### src/rtl/core/mcrgray_pkg.sv
// Shared widths, register codes and luma constants of the crop and grayscale block.
package mcrgray_pkg;

  // Default limits on dimensions
  localparam int MAX_IMAGE_DIM_DEF = 1024;
  localparam int MAX_BLOCK_DIM_DEF = 16;

  // Field widths
  localparam int DIM_W      = 11;  // out_width, out_height
  localparam int BDIM_W     = 5;   // block_width, block_height
  localparam int BLKS_W     = 8;   // block counts and block indices
  localparam int PIX_W      = 4;   // pixel row and column in a block
  localparam int RGB_W      = 16;
  localparam int IDX_W      = 20;
  localparam int GRAY_W     = 8;
  localparam int CFG_IDX_W  = 3;
  localparam int CFG_DATA_W = 11;

  // Largest luma the weights can produce
  localparam int GRAY_MAX = 250;

  // Configuration register indexes
  typedef enum logic [CFG_IDX_W-1:0] {
    REG_OUT_WIDTH      = 3'd0,
    REG_OUT_HEIGHT     = 3'd1,
    REG_BLOCK_WIDTH    = 3'd2,
    REG_BLOCK_HEIGHT   = 3'd3,
    REG_BLOCKS_PER_ROW = 3'd4,
    REG_BLOCKS_PER_COL = 3'd5
  } cfg_reg_t;

  // Reset values of the registers
  localparam logic [DIM_W-1:0]  OUT_WIDTH_RST      = 11'd96;
  localparam logic [DIM_W-1:0]  OUT_HEIGHT_RST     = 11'd96;
  localparam logic [BDIM_W-1:0] BLOCK_WIDTH_RST    = 5'd16;
  localparam logic [BDIM_W-1:0] BLOCK_HEIGHT_RST   = 5'd8;
  localparam logic [BLKS_W-1:0] BLOCKS_PER_ROW_RST = 8'd10;
  localparam logic [BLKS_W-1:0] BLOCKS_PER_COL_RST = 8'd15;

  // BT.709 luma weights, unsigned Q16, summing to 65536
  localparam int W_COEF_W = 16;
  localparam logic [W_COEF_W-1:0] W_RED   = 16'd13933;
  localparam logic [W_COEF_W-1:0] W_GREEN = 16'd46871;
  localparam logic [W_COEF_W-1:0] W_BLUE  = 16'd4732;
  localparam int LUMA_FRAC = 16;

  // Reciprocal of a block dimension, exact for any DIM_W-bit numerator
  localparam int RECIP_SHIFT = DIM_W + BDIM_W;
  localparam int RECIP_W     = RECIP_SHIFT + 1;

endpackage

### src/rtl/core/mcrgray_luma.sv
// Two-stage RGB565 to BT.709 luma unit with a shared advance enable.
module mcrgray_luma
  import mcrgray_pkg::*;
(
  input  logic              clk,
  input  logic              en,
  input  logic [RGB_W-1:0]  rgb_color,
  output logic [GRAY_W-1:0] luma
);

  localparam int CH_W   = 8;                  // expanded channel width
  localparam int PROD_W = W_COEF_W + CH_W;
  localparam int SUM_W  = PROD_W + 1;

  logic [CH_W-1:0]   red_x, green_x, blue_x;
  logic [PROD_W-1:0] prod_red, prod_green, prod_blue;
  logic [SUM_W-1:0]  luma_sum;

  // Expand 5/6/5 channels to 8 bits (shift left by 3, 2, 3)
  assign red_x   = {rgb_color[15:11], 3'b000};
  assign green_x = {rgb_color[10:5], 2'b00};
  assign blue_x  = {rgb_color[4:0], 3'b000};

  // Stage A: weighted channels
  always_ff @(posedge clk) begin
    if (en) begin
      prod_red   <= PROD_W'(W_RED) * PROD_W'(red_x);
      prod_green <= PROD_W'(W_GREEN) * PROD_W'(green_x);
      prod_blue  <= PROD_W'(W_BLUE) * PROD_W'(blue_x);
    end
  end

  // Stage B: sum and drop the fraction
  assign luma_sum = SUM_W'(prod_red) + SUM_W'(prod_green) + SUM_W'(prod_blue);

  always_ff @(posedge clk) begin
    if (en) begin
      luma <= luma_sum[LUMA_FRAC +: GRAY_W];
    end
  end

endmodule

### src/rtl/core/mcu_crop_rgb565_to_grayscale.sv
// Block-window crop with RGB565 to grayscale conversion: one pixel item per clock while
// pix_stall is low, results come from the result register, and a kept pixel gives one
// result while any other pixel gives none. The path is four pipeline stages (block
// dimension division by reciprocal, window start, window test and in-window offsets, block
// to pixel scaling) plus the result register, which also does the final row times width
// multiply. When the result register is full and stalled, the pipeline keeps moving and the
// next kept pixel to leave it lands in a single-entry skid register; pix_stall is high while
// that entry waits and falls at the edge where it moves into the result register.
// Configuration writes are always taken (cfg_ready stays high) and must be made only while
// no item is in flight.
module mcu_crop_rgb565_to_grayscale
  import mcrgray_pkg::*;
#(
  parameter int MAX_IMAGE_DIM = MAX_IMAGE_DIM_DEF,
  parameter int MAX_BLOCK_DIM = MAX_BLOCK_DIM_DEF
) (
  input  logic                  clk,
  input  logic                  rst,
  // pixel input channel
  input  logic                  pix_valid,
  output logic                  pix_stall,
  input  logic [BLKS_W-1:0]     block_x,
  input  logic [BLKS_W-1:0]     block_y,
  input  logic [PIX_W-1:0]      pixel_row,
  input  logic [PIX_W-1:0]      pixel_col,
  input  logic [RGB_W-1:0]      rgb_color,
  // result channel
  output logic                  res_valid,
  input  logic                  res_stall,
  output logic [IDX_W-1:0]      out_index,
  output logic [GRAY_W-1:0]     gray,
  // configuration write channel
  input  logic                  cfg_valid,
  output logic                  cfg_ready,
  input  logic [CFG_IDX_W-1:0]  cfg_index,
  input  logic [CFG_DATA_W-1:0] cfg_data
);

  localparam int SDIFF_W = DIM_W + 2;     // signed differences of block positions
  localparam int START_W = DIM_W + 1;     // signed window start
  localparam int KPROD_W = DIM_W + RECIP_W;
  localparam int PPROD_W = DIM_W + BDIM_W;
  localparam int IPROD_W = 2 * DIM_W;

  // Configuration registers
  logic [DIM_W-1:0]  out_width, out_height;
  logic [BDIM_W-1:0] block_width, block_height;
  logic [BLKS_W-1:0] blocks_per_row, blocks_per_col;

  assign cfg_ready = 1'b1;

  always_ff @(posedge clk) begin
    if (rst) begin
      out_width      <= OUT_WIDTH_RST;
      out_height     <= OUT_HEIGHT_RST;
      block_width    <= BLOCK_WIDTH_RST;
      block_height   <= BLOCK_HEIGHT_RST;
      blocks_per_row <= BLOCKS_PER_ROW_RST;
      blocks_per_col <= BLOCKS_PER_COL_RST;
    end else if (cfg_valid && cfg_ready) begin
      unique case (cfg_reg_t'(cfg_index))
        REG_OUT_WIDTH:      out_width      <= cfg_data[DIM_W-1:0];
        REG_OUT_HEIGHT:     out_height     <= cfg_data[DIM_W-1:0];
        REG_BLOCK_WIDTH:    block_width    <= cfg_data[BDIM_W-1:0];
        REG_BLOCK_HEIGHT:   block_height   <= cfg_data[BDIM_W-1:0];
        REG_BLOCKS_PER_ROW: blocks_per_row <= cfg_data[BLKS_W-1:0];
        REG_BLOCKS_PER_COL: blocks_per_col <= cfg_data[BLKS_W-1:0];
        default: ;
      endcase
    end
  end

  // Dimensions limited to the supported maximum
  logic [DIM_W-1:0]  ow, oh;
  logic [BDIM_W-1:0] bw, bh;

  assign ow = (32'(out_width) > 32'(MAX_IMAGE_DIM))  ? DIM_W'(MAX_IMAGE_DIM)  : out_width;
  assign oh = (32'(out_height) > 32'(MAX_IMAGE_DIM)) ? DIM_W'(MAX_IMAGE_DIM)  : out_height;
  assign bw = (32'(block_width) > 32'(MAX_BLOCK_DIM))  ? BDIM_W'(MAX_BLOCK_DIM) : block_width;
  assign bh = (32'(block_height) > 32'(MAX_BLOCK_DIM)) ? BDIM_W'(MAX_BLOCK_DIM) : block_height;

  // Reciprocal table: ceil(2^RECIP_SHIFT / d), zero for a zero dimension
  logic [RECIP_W-1:0] recip_tab [2**BDIM_W];

  for (genvar d = 0; d < 2**BDIM_W; d++) begin : g_recip
    if (d == 0) begin : g_zero
      assign recip_tab[d] = '0;
    end else begin : g_div
      localparam logic [RECIP_W-1:0] RECIP = RECIP_W'(((1 << RECIP_SHIFT) + d - 1) / d);
      assign recip_tab[d] = RECIP;
    end
  end

  // Pipeline advance: held only while the skid entry waits
  logic skid_full;
  logic en;

  assign en        = !skid_full;
  assign pix_stall = skid_full;

  // Luma unit runs beside stages 1 and 2
  logic [GRAY_W-1:0] luma_gray;

  mcrgray_luma u_luma (
    .clk       (clk),
    .en        (en),
    .rgb_color (rgb_color),
    .luma      (luma_gray)
  );

  // Stage 1: capture item, pixel-in-block test, blocks-kept products
  logic               s1_valid;
  logic [BLKS_W-1:0]  s1_bx, s1_by;
  logic [PIX_W-1:0]   s1_prow, s1_pcol;
  logic               s1_in_block;
  logic [KPROD_W-1:0] s1_kx_prod, s1_ky_prod;

  always_ff @(posedge clk) begin
    if (en) begin
      s1_bx       <= block_x;
      s1_by       <= block_y;
      s1_prow     <= pixel_row;
      s1_pcol     <= pixel_col;
      s1_in_block <= (bw != '0) && (bh != '0) &&
                     (BDIM_W'(pixel_row) < bh) && (BDIM_W'(pixel_col) < bw);
      s1_kx_prod  <= KPROD_W'(ow) * KPROD_W'(recip_tab[bw]);
      s1_ky_prod  <= KPROD_W'(oh) * KPROD_W'(recip_tab[bh]);
    end
  end

  // Stage 2: blocks kept and window start, halved toward zero
  logic [DIM_W-1:0]          keep_x, keep_y;
  logic signed [SDIFF_W-1:0] diff_x, diff_y, adj_x, adj_y;

  assign keep_x = s1_kx_prod[RECIP_SHIFT +: DIM_W];
  assign keep_y = s1_ky_prod[RECIP_SHIFT +: DIM_W];
  assign diff_x = $signed(SDIFF_W'(blocks_per_row)) - $signed(SDIFF_W'(keep_x));
  assign diff_y = $signed(SDIFF_W'(blocks_per_col)) - $signed(SDIFF_W'(keep_y));
  assign adj_x  = diff_x + $signed(SDIFF_W'(diff_x[SDIFF_W-1]));
  assign adj_y  = diff_y + $signed(SDIFF_W'(diff_y[SDIFF_W-1]));

  logic                      s2_valid;
  logic [BLKS_W-1:0]         s2_bx, s2_by;
  logic [PIX_W-1:0]          s2_prow, s2_pcol;
  logic                      s2_in_block;
  logic [DIM_W-1:0]          s2_keep_x, s2_keep_y;
  logic signed [START_W-1:0] s2_start_x, s2_start_y;

  always_ff @(posedge clk) begin
    if (en) begin
      s2_bx       <= s1_bx;
      s2_by       <= s1_by;
      s2_prow     <= s1_prow;
      s2_pcol     <= s1_pcol;
      s2_in_block <= s1_in_block;
      s2_keep_x   <= keep_x;
      s2_keep_y   <= keep_y;
      s2_start_x  <= START_W'(adj_x >>> 1);
      s2_start_y  <= START_W'(adj_y >>> 1);
    end
  end

  // Stage 3: window test and block offsets inside the window
  logic signed [SDIFF_W-1:0] bx_s, by_s, sx_s, sy_s, ex_s, ey_s;
  logic                      win_x, win_y;

  assign bx_s  = $signed({{(SDIFF_W-BLKS_W){1'b0}}, s2_bx});
  assign by_s  = $signed({{(SDIFF_W-BLKS_W){1'b0}}, s2_by});
  assign sx_s  = SDIFF_W'(s2_start_x);
  assign sy_s  = SDIFF_W'(s2_start_y);
  assign ex_s  = sx_s + $signed(SDIFF_W'(s2_keep_x));
  assign ey_s  = sy_s + $signed(SDIFF_W'(s2_keep_y));
  assign win_x = (bx_s >= sx_s) && (bx_s < ex_s);
  assign win_y = (by_s >= sy_s) && (by_s < ey_s);

  logic             s3_valid;
  logic             s3_keep;
  logic [DIM_W-1:0] s3_dx, s3_dy;
  logic [PIX_W-1:0] s3_prow, s3_pcol;
  logic [GRAY_W-1:0] s3_gray;

  always_ff @(posedge clk) begin
    if (en) begin
      s3_keep <= s2_in_block && win_x && win_y;
      s3_dx   <= DIM_W'(bx_s - sx_s);
      s3_dy   <= DIM_W'(by_s - sy_s);
      s3_prow <= s2_prow;
      s3_pcol <= s2_pcol;
      s3_gray <= luma_gray;
    end
  end

  // Stage 4: pixel column and row in the output image
  logic [PPROD_W-1:0] px_prod, py_prod;

  assign px_prod = PPROD_W'(s3_dx) * PPROD_W'(bw);
  assign py_prod = PPROD_W'(s3_dy) * PPROD_W'(bh);

  logic              s4_valid;
  logic              s4_keep;
  logic [DIM_W-1:0]  s4_cur_x, s4_cur_y;
  logic [GRAY_W-1:0] s4_gray;

  always_ff @(posedge clk) begin
    if (en) begin
      s4_keep  <= s3_keep;
      s4_cur_x <= DIM_W'(px_prod + PPROD_W'(s3_pcol));
      s4_cur_y <= DIM_W'(py_prod + PPROD_W'(s3_prow));
      s4_gray  <= s3_gray;
    end
  end

  // Valid bits of the stages
  always_ff @(posedge clk) begin
    if (rst) begin
      s1_valid <= 1'b0;
      s2_valid <= 1'b0;
      s3_valid <= 1'b0;
      s4_valid <= 1'b0;
    end else if (en) begin
      s1_valid <= pix_valid;
      s2_valid <= s1_valid;
      s3_valid <= s2_valid;
      s4_valid <= s3_valid;
    end
  end

  // Flat index of the leaving item; only kept pixels reach the result side
  logic [IPROD_W-1:0] row_prod;
  logic               lv;
  logic [IDX_W-1:0]   l_index;

  assign row_prod = IPROD_W'(s4_cur_y) * IPROD_W'(ow);
  assign l_index  = IDX_W'(row_prod + IPROD_W'(s4_cur_x));
  assign lv       = s4_valid && s4_keep;

  // Result register with a one-entry skid
  logic              load_from_skid, load_from_pipe, load_skid;
  logic [IDX_W-1:0]  skid_index;
  logic [GRAY_W-1:0] skid_gray;

  assign load_from_skid = skid_full && !res_stall;
  assign load_from_pipe = !skid_full && (!res_valid || !res_stall);
  assign load_skid      = !skid_full && res_valid && res_stall && lv;

  always_ff @(posedge clk) begin
    if (rst) begin
      res_valid <= 1'b0;
      skid_full <= 1'b0;
    end else begin
      if (load_from_skid) begin
        res_valid <= 1'b1;
        skid_full <= 1'b0;
      end else if (load_from_pipe) begin
        res_valid <= lv;
      end else if (load_skid) begin
        skid_full <= 1'b1;
      end
    end
  end

  always_ff @(posedge clk) begin
    if (load_from_skid) begin
      out_index <= skid_index;
      gray      <= skid_gray;
    end else if (load_from_pipe) begin
      out_index <= l_index;
      gray      <= s4_gray;
    end
    if (load_skid) begin
      skid_index <= l_index;
      skid_gray  <= s4_gray;
    end
  end

endmodule

### config.mk
export PLATFORM = sky130hd
export DESIGN_NAME = mcu_crop_rgb565_to_grayscale
export DESIGN_NICKNAME = d
export VERILOG_FILES = /design/src/rtl/core/mcrgray_pkg.sv /design/src/rtl/core/mcrgray_luma.sv /design/src/rtl/core/mcu_crop_rgb565_to_grayscale.sv
export SDC_FILE = /design/constraint.sdc
export NUM_CORES = 2
export LEC_CHECK = 0
export BUFFER_PORTS_ARGS = -buffer_cell sky130_fd_sc_hd__clkbuf_2
export CAP_MARGIN = 20
export CORE_MARGIN = 2
export CORE_UTILIZATION = 48
export DETAILED_ROUTE_END_ITERATION = 10
export GPL_ROUTABILITY_DRIVEN = 0
export GPL_TIMING_DRIVEN = 0
export PLACE_DENSITY = 0.65
export RECOVER_POWER = 100
export SLEW_MARGIN = 20
export SYNTH_ARGS = -nofsm -noshare
export SYNTH_HDL_FRONTEND = slang
export SYNTH_SLANG_ARGS = --single-unit
### constraint.sdc
create_clock -name clk -period 9.7 [get_ports clk]
set_clock_uncertainty 0.05 [all_clocks]
set_input_delay 0.97 -clock clk [delete_from_list [all_inputs] [get_ports clk]]
set_output_delay 0.97 -clock clk [all_outputs]
set_load 0.01 [all_outputs]
* Yosys cells after proc, flatten, opt, wreduce, memory -nomap -nowiden
Memory sizes are Yosys's and may differ from the RTL's.
Cells that the tools add are included.
** Word-level totals
- Flip-flop bits (word level) :: 395
- Bits in read-only memories :: 1088
- Bits of input ports :: 59
- Logic and storage cells :: 132
- Memories kept :: 2
** Memories
- (name not given) :: words 32, width 17, read ports 1, clocked after Yosys merged registers in 0, wr ports 0, RTL line mcu_crop_rgb565_to_grayscale.sv:127 : s1_ky_prod <= KPROD_W'(oh) * KPROD_W'(recip_tab[bh]);
- (name not given) :: words 32, width 17, read ports 1, clocked after Yosys merged registers in 0, wr ports 0, RTL line mcu_crop_rgb565_to_grayscale.sv:126 : s1_kx_prod <= KPROD_W'(ow) * KPROD_W'(recip_tab[bw]);
** Cells by class
- Add/subtract/negate cells :: 13
- $mul :: 8
- Order comparisons :: 12
- Equality and inequality tests :: 5
- Muxes and demuxes :: 14
- Bitwise operators :: 3
- Reduce and logical (&&, ||, !) cells :: 29
** Operators with widths (number)
- two-way mux 17 bit :: 4
- multiplier 11 x 17 -> 27 bit :: 2
- two-way mux 20 bit :: 2
- adder 12 x 12 -> 13 bit :: 2
- adder 12 x 2 -> 13 bit :: 2
- less-than comparator 9 x 13 -> 1 bit :: 2
- adder 22 x 24 -> 24 bit :: 1
- adder 24 x 21 -> 24 bit :: 1
- >= comparator 9 x 12 -> 1 bit :: 2
- subtractor 8 x 11 -> 12 bit :: 2
- adder 11 x 4 -> 11 bit :: 2
- > comparator 11 bit, second input constant :: 2
- multiplier 11 x 5 -> 11 bit :: 2
- multiplier 16 x 6 -> 22 bit, first input constant :: 1
- two-way mux 11 bit :: 2
- subtractor 9 x 11 -> 11 bit :: 2
- adder 20 x 11 -> 20 bit :: 1
- multiplier 11 x 11 -> 20 bit :: 1
- multiplier 14 x 5 -> 19 bit, first input constant :: 1
- multiplier 11 x 5 -> 16 bit, first input constant :: 1
- two-way mux 8 bit :: 2
- AND reduction 2 bit :: 7
- logical AND 1 bit :: 13
- >= comparator 6 bit, second input constant :: 2
- 15 further kinds :: 25

* Longest topological paths before layout
- Depth in word-level cells :: 7
- Mapped depth :: 30
- Mapped depth without buffers :: 28

* By module
Synthesis repeated with hierarchy kept, for this count alone.
** Unflattened totals
- Cells, all modules :: 3900
- Area total of the unflattened synthesis :: 38130.3 um2
** By module, submodules not included
- mcu_crop_rgb565_to_grayscale :: instances 1, cells each 3268, area an instance 31330.0 um2, sequential area each 8408.1 um2
- mcrgray_luma :: instances 1, cells each 632, area an instance 6800.3 um2, sequential area each 1921.8 um2

* Worst setup path after synthesis
No wires, ideal clock.
- Path kind :: register to register
- From :: register skid_full (netlist: pix_stall)
- To :: register skid_gray[0] (enable)
- Setup time :: 0.414 ns
- Arrival :: 7.384 ns
- Data required time :: 9.236 ns
- Path slack :: 1.852 ns
- Cell stages (with the launch flop) :: 5
- Buffers on the path :: 1
- Path through :: dfxtp_1 clkbuf_1 inv_1 nand3_1 nor2_1
** Between the ends
- Cells in the longest elaborated chain, start to end :: 4
** Ends and longest elaborated chain
- from (decl) :: RTL line mcu_crop_rgb565_to_grayscale.sv:95 : logic skid_full;
- from (signal assigned) :: RTL line mcu_crop_rgb565_to_grayscale.sv:249 : skid_full <= 1'b0;
- from (signal assigned) :: RTL line mcu_crop_rgb565_to_grayscale.sv:253 : skid_full <= 1'b0;
- from (signal assigned) :: RTL line mcu_crop_rgb565_to_grayscale.sv:257 : skid_full <= 1'b1;
- logical NOT 1 bit :: RTL line mcu_crop_rgb565_to_grayscale.sv:244 : assign load_skid = !skid_full && res_valid && res_stall && lv;
- logical AND 1 bit (3 in a row) :: RTL line mcu_crop_rgb565_to_grayscale.sv:244
- via load_skid :: RTL line mcu_crop_rgb565_to_grayscale.sv:238 : logic load_from_skid, load_from_pipe, load_skid;
- to (signal assigned) :: RTL line mcu_crop_rgb565_to_grayscale.sv:272 : skid_gray <= s4_gray;
- to (decl) :: RTL line mcu_crop_rgb565_to_grayscale.sv:240 : logic [GRAY_W-1:0] skid_gray;
The timed path passes the listed nets, and every way through them passes these cells.
A chain may end at the register's enable or synchronous reset.

* Worst setup path in the final report
- From :: register block_width[4]
- To :: register s1_kx_prod[26], data pin
** Between the ends
- Cells in the longest elaborated chain, start to end :: 7
** Ends and longest elaborated chain
- from (decl) :: RTL line mcu_crop_rgb565_to_grayscale.sv:47 : logic [BDIM_W-1:0] block_width, block_height;
- from (signal assigned) :: RTL line mcu_crop_rgb565_to_grayscale.sv:64 : REG_BLOCK_WIDTH: block_width <= cfg_data[BDIM_W-1:0];
- > comparator 5 bit :: RTL line mcu_crop_rgb565_to_grayscale.sv:79 : assign bw = (32'(block_width) > 32'(MAX_BLOCK_DIM)) ? BDIM_W'(MAX_BLOCK_DIM) : block_width;
- two-way mux 5 bit * :: RTL line mcu_crop_rgb565_to_grayscale.sv:79
- NOT 5 -> 6 bit (implied by the code) * :: RTL line mcu_crop_rgb565_to_grayscale.sv:126
- memory (32 x 17 bit) *
- two-way mux 17 bit (implied by the code) * (2 in a row) :: RTL line mcu_crop_rgb565_to_grayscale.sv:126
- multiplier 11 x 17 -> 27 bit * :: RTL line mcu_crop_rgb565_to_grayscale.sv:126
- to (signal assigned) :: RTL line mcu_crop_rgb565_to_grayscale.sv:126
- to (decl) :: RTL line mcu_crop_rgb565_to_grayscale.sv:116 : logic [KPROD_W-1:0] s1_kx_prod, s1_ky_prod;
Every way passes the cells marked *; elsewhere a longest branch is shown, timed or not. The select of a mux whose other input is x is not followed.

==> impl_metrics.json <==
{
  "status": "finished, violations left",
  "violations": "capacitance limit, slew limit",
  "pwr-share-clk": 0.200,
  "grtUsageMet1": 0.297,
  "vias": 26200,
  "numCtsBuffers": 43,
  "synth-seq-cells": 362,
  "htreeDepth": 2,
  "synth_common_cells": "671 x inv_1, 485 x nand2_1, 456 x fa_1",
  "p_int_mw": 5.02,
  "critPathBufInv": 5,
  "grt_pass1_vias": 26500,
  "start_util": 0.486,
  "synthFlopType": "edfxtp_1",
  "fillerInstances": 7197,
  "die_x_um": 284,
  "hold-worst-slack_ns": 0.363,
  "drt_wl_total_mm": 85.0,
  "place_inst": 4934,
  "critPathKind": "register to register",
  "hold_buffers": 0,
  "clkTransAtPathRegs_ns": 0.06,
  "ios": 90,
  "drive_gt1_frac": 0.0382,
  "rows": 102,
  "cp-end-kind": "register",
  "die_h_um": 284,
  "min_period_ns": 8.74,
  "peakVddDrop_v": 0.000226,
  "busiest_layer": "met2",
  "final.period_utilization": 0.902,
  "slew_viol_final": 280,
  "die_area_um2": 80800,
  "setup_viol": 0,
  "cts_setup_buffers": 0,
  "tns_ns": 0,
  "synth_simple_gate_area_frac": 0.136,
  "grt_max_degree": 114,
  "dp_hpwl_mm": 68.6,
  "ys_seq_area_frac": 0.274,
  "synth_most_common_cell": "inv_1",
  "antenna_cells": 0,
  "slowest_stage": "a211oi_1",
  "finalPower_mw": 8.07,
  "grtUsageMet2": 0.358,
  "avgSynthCellArea_um2": 9.91,
  "synth_cells": 3804,
  "p_sw_mw": 3.05,
  "drt-vias-per-instance": 5.22,
  "cts_tree": "yes",
  "stdcell_area_um2": 40800,
  "leakagePower_nw": 19.0,
  "synth-edff-count": 308,
  "worst_ep_required_time_ns": 10.01,
  "clock_path_buffers": 3,
  "antenna_found_initial": 3,
  "regArea_um2": 10300,
  "synth_compound_area_frac": 0.0749,
  "combPwrFrac": 0.481,
  "synthMuxAreaShare": 0.0128,
  "synth_area_leader_cell": "edfxtp_1",
  "cap_viol_max_count": 5,
  "drt_iter0_drc": 1750,
  "p_per_area_nw_per_um2": 198,
  "worst-endpoint-arrival_ns": 9.06,
  "crit_family": "adder cells",
  "slowest_delay_ns": 0.65,
  "overflow": 0,
  "synth_top_family_by_area": "adder cells",
  "clock_latency_ns": 0.59,
  "cts_sinks": 362,
  "synth_cell_types": 79,
  "syn_to_final_growth_pct": 8.18,
  "synthArstFlopShare": 0,
  "grt_pass1_wl_mm": 140,
  "holdCritPathClass": "register to register",
  "hold_viol": 0,
  "fin_cells": 5015,
  "max_freq_mhz": 114,
  "swShare": 0.378,
  "cp_common_cell": "fa_1",
  "timing.slew.headroom": -2.96,
  "synthTopCellsByArea": "edfxtp_1 25%, fa_1 24%, ha_1 14%, inv_1 6.7%, nand2_1 4.8%",
  "core_area_um2": 77600,
  "syn-num-nets": 4740,
  "grt_util_met3": 0.0325,
  "tightest_slew_ns": 5.94,
  "dr.pass1.iters": 6,
  "synth_fa_ha_area_frac": 0.382,
  "nets": 4876,
  "wl_per_cell_um": 17.0,
  "synth_xor_area_frac": 0.0414,
  "place_area_um2": 39600,
  "cp-start-kind": "register",
  "yosys_warnings": 0,
  "synth_top_area_share": 0.245,
  "drtAntennaViolNets": 0,
  "seqPwrFrac": 0.319,
  "rsz0062_at_grt": "no",
  "port_buffers": 86,
  "drc": 0,
  "multi_input_area_um2": 24400,
  "worstPathMaxFanout": 11,
  "cts_root_buf": "clkbuf_16",
  "cts_resized": 0,
  "track_usage": 0.217,
  "syn_area_um2": 37700
}
state kept, by name, indices dropped and copies added (netlist names), 12 cells and up:
name,cells
s2_start_y,12
u_luma.prod_blue,16
out_index,20
skid_index,20
u_luma.prod_green,21
u_luma.prod_red,19
s2_start_x,12
cell families (layout without fill, tap and decap cells):
kind of cell    Yosys count  after routing
buf+inv                 784            955
simple gates           1121           1121
xor+xnor                178            178
fa+ha+maj               877            877
mux                      45             45
compound gates          436            436
other cells               1              1
flops                   362            362
power by group through the flow:
stage	Sequential [mW]	Combinational [mW]	Clock [mW]
finish	2.57	3.88	1.62
global route	2.62	4.49	1.72
CTS	2.58	3.94	1.66
detailed placement	2.61	3.90	0
global placement	2.61	3.83	0
floorplan	2.52	3.05	0
final cells by class:
cell class                 count  area share
sequential                   362       0.253
tap                         1040      0.0319
clock buffer                  62      0.0299
inverter                     672      0.0619
multi-input combinational   2658       0.598
timing repair buffer          91     0.00945
clock inverter                18     0.00485
buffer                       112      0.0106
routing by layer:
layer | routed length [um] | vias to the layer above
met5 | 32 | -
met4 | 2510 | 6
met3 | 5290 | 153
met2 | 39800 | 684
met1 | 37400 | 12800
li1 | - | 12500
cell usage in the layout, fill, tap and decap left out, types with 6 or more instances in the layout:
cell and instances:
or2_2 8, clkinv_2 6, clkbuf_2 35, xor2_1 46
nand2b_1 41, o21bai_1 26, a31oi_1 7, a21oi_1 157
and3_1 18, a21boi_0 11, o21a_1 35, inv_1 670
clkbuf_16 43, o31ai_1 7, mux2_2 23, and2_1 119
nand2_1 485, xnor2_1 132, nand4_1 12, a211oi_1 21
a21o_1 37, a211o_1 8, clkbuf_8 7, o211ai_1 10
mux2i_1 18, nand3_1 43, o21ai_0 70, dfxtp_1 54
nor3_1 50, nor2_1 245, and2_0 7, or3_1 7
ha_1 421, fa_1 456, clkbuf_1 171, edfxtp_1 308
nor2b_1 57
metrics by stage:
step,setup slack (ns),utilization
2_1_floorplan,1.85,-
3_3_place_gp,-1.95,0.508
3_5_place_dp,1.17,0.510
4_1_cts,1.11,0.528
5_1_grt,0.475,0.526
6_report,0.955,0.526
worst paths after layout:
check	slack (ns)	startpoint	to	cells past startpoint
setup / recovery	0.96	block_width[4]$_SDFFE_PP1P_	s1_kx_prod[26]$_DFFE_PN_	26
hold reg to reg	0.36	s1_by[6]$_DFFE_PN_	s2_by[6]$_DFFE_PN_	0
hold / removal	0.36	s1_by[6]$_DFFE_PN_	s2_by[6]$_DFFE_PN_	0
setup reg to reg	0.96	block_width[4]$_SDFFE_PP1P_	s1_kx_prod[26]$_DFFE_PN_	26
Note: power is estimated with default switching activity, not from simulation.
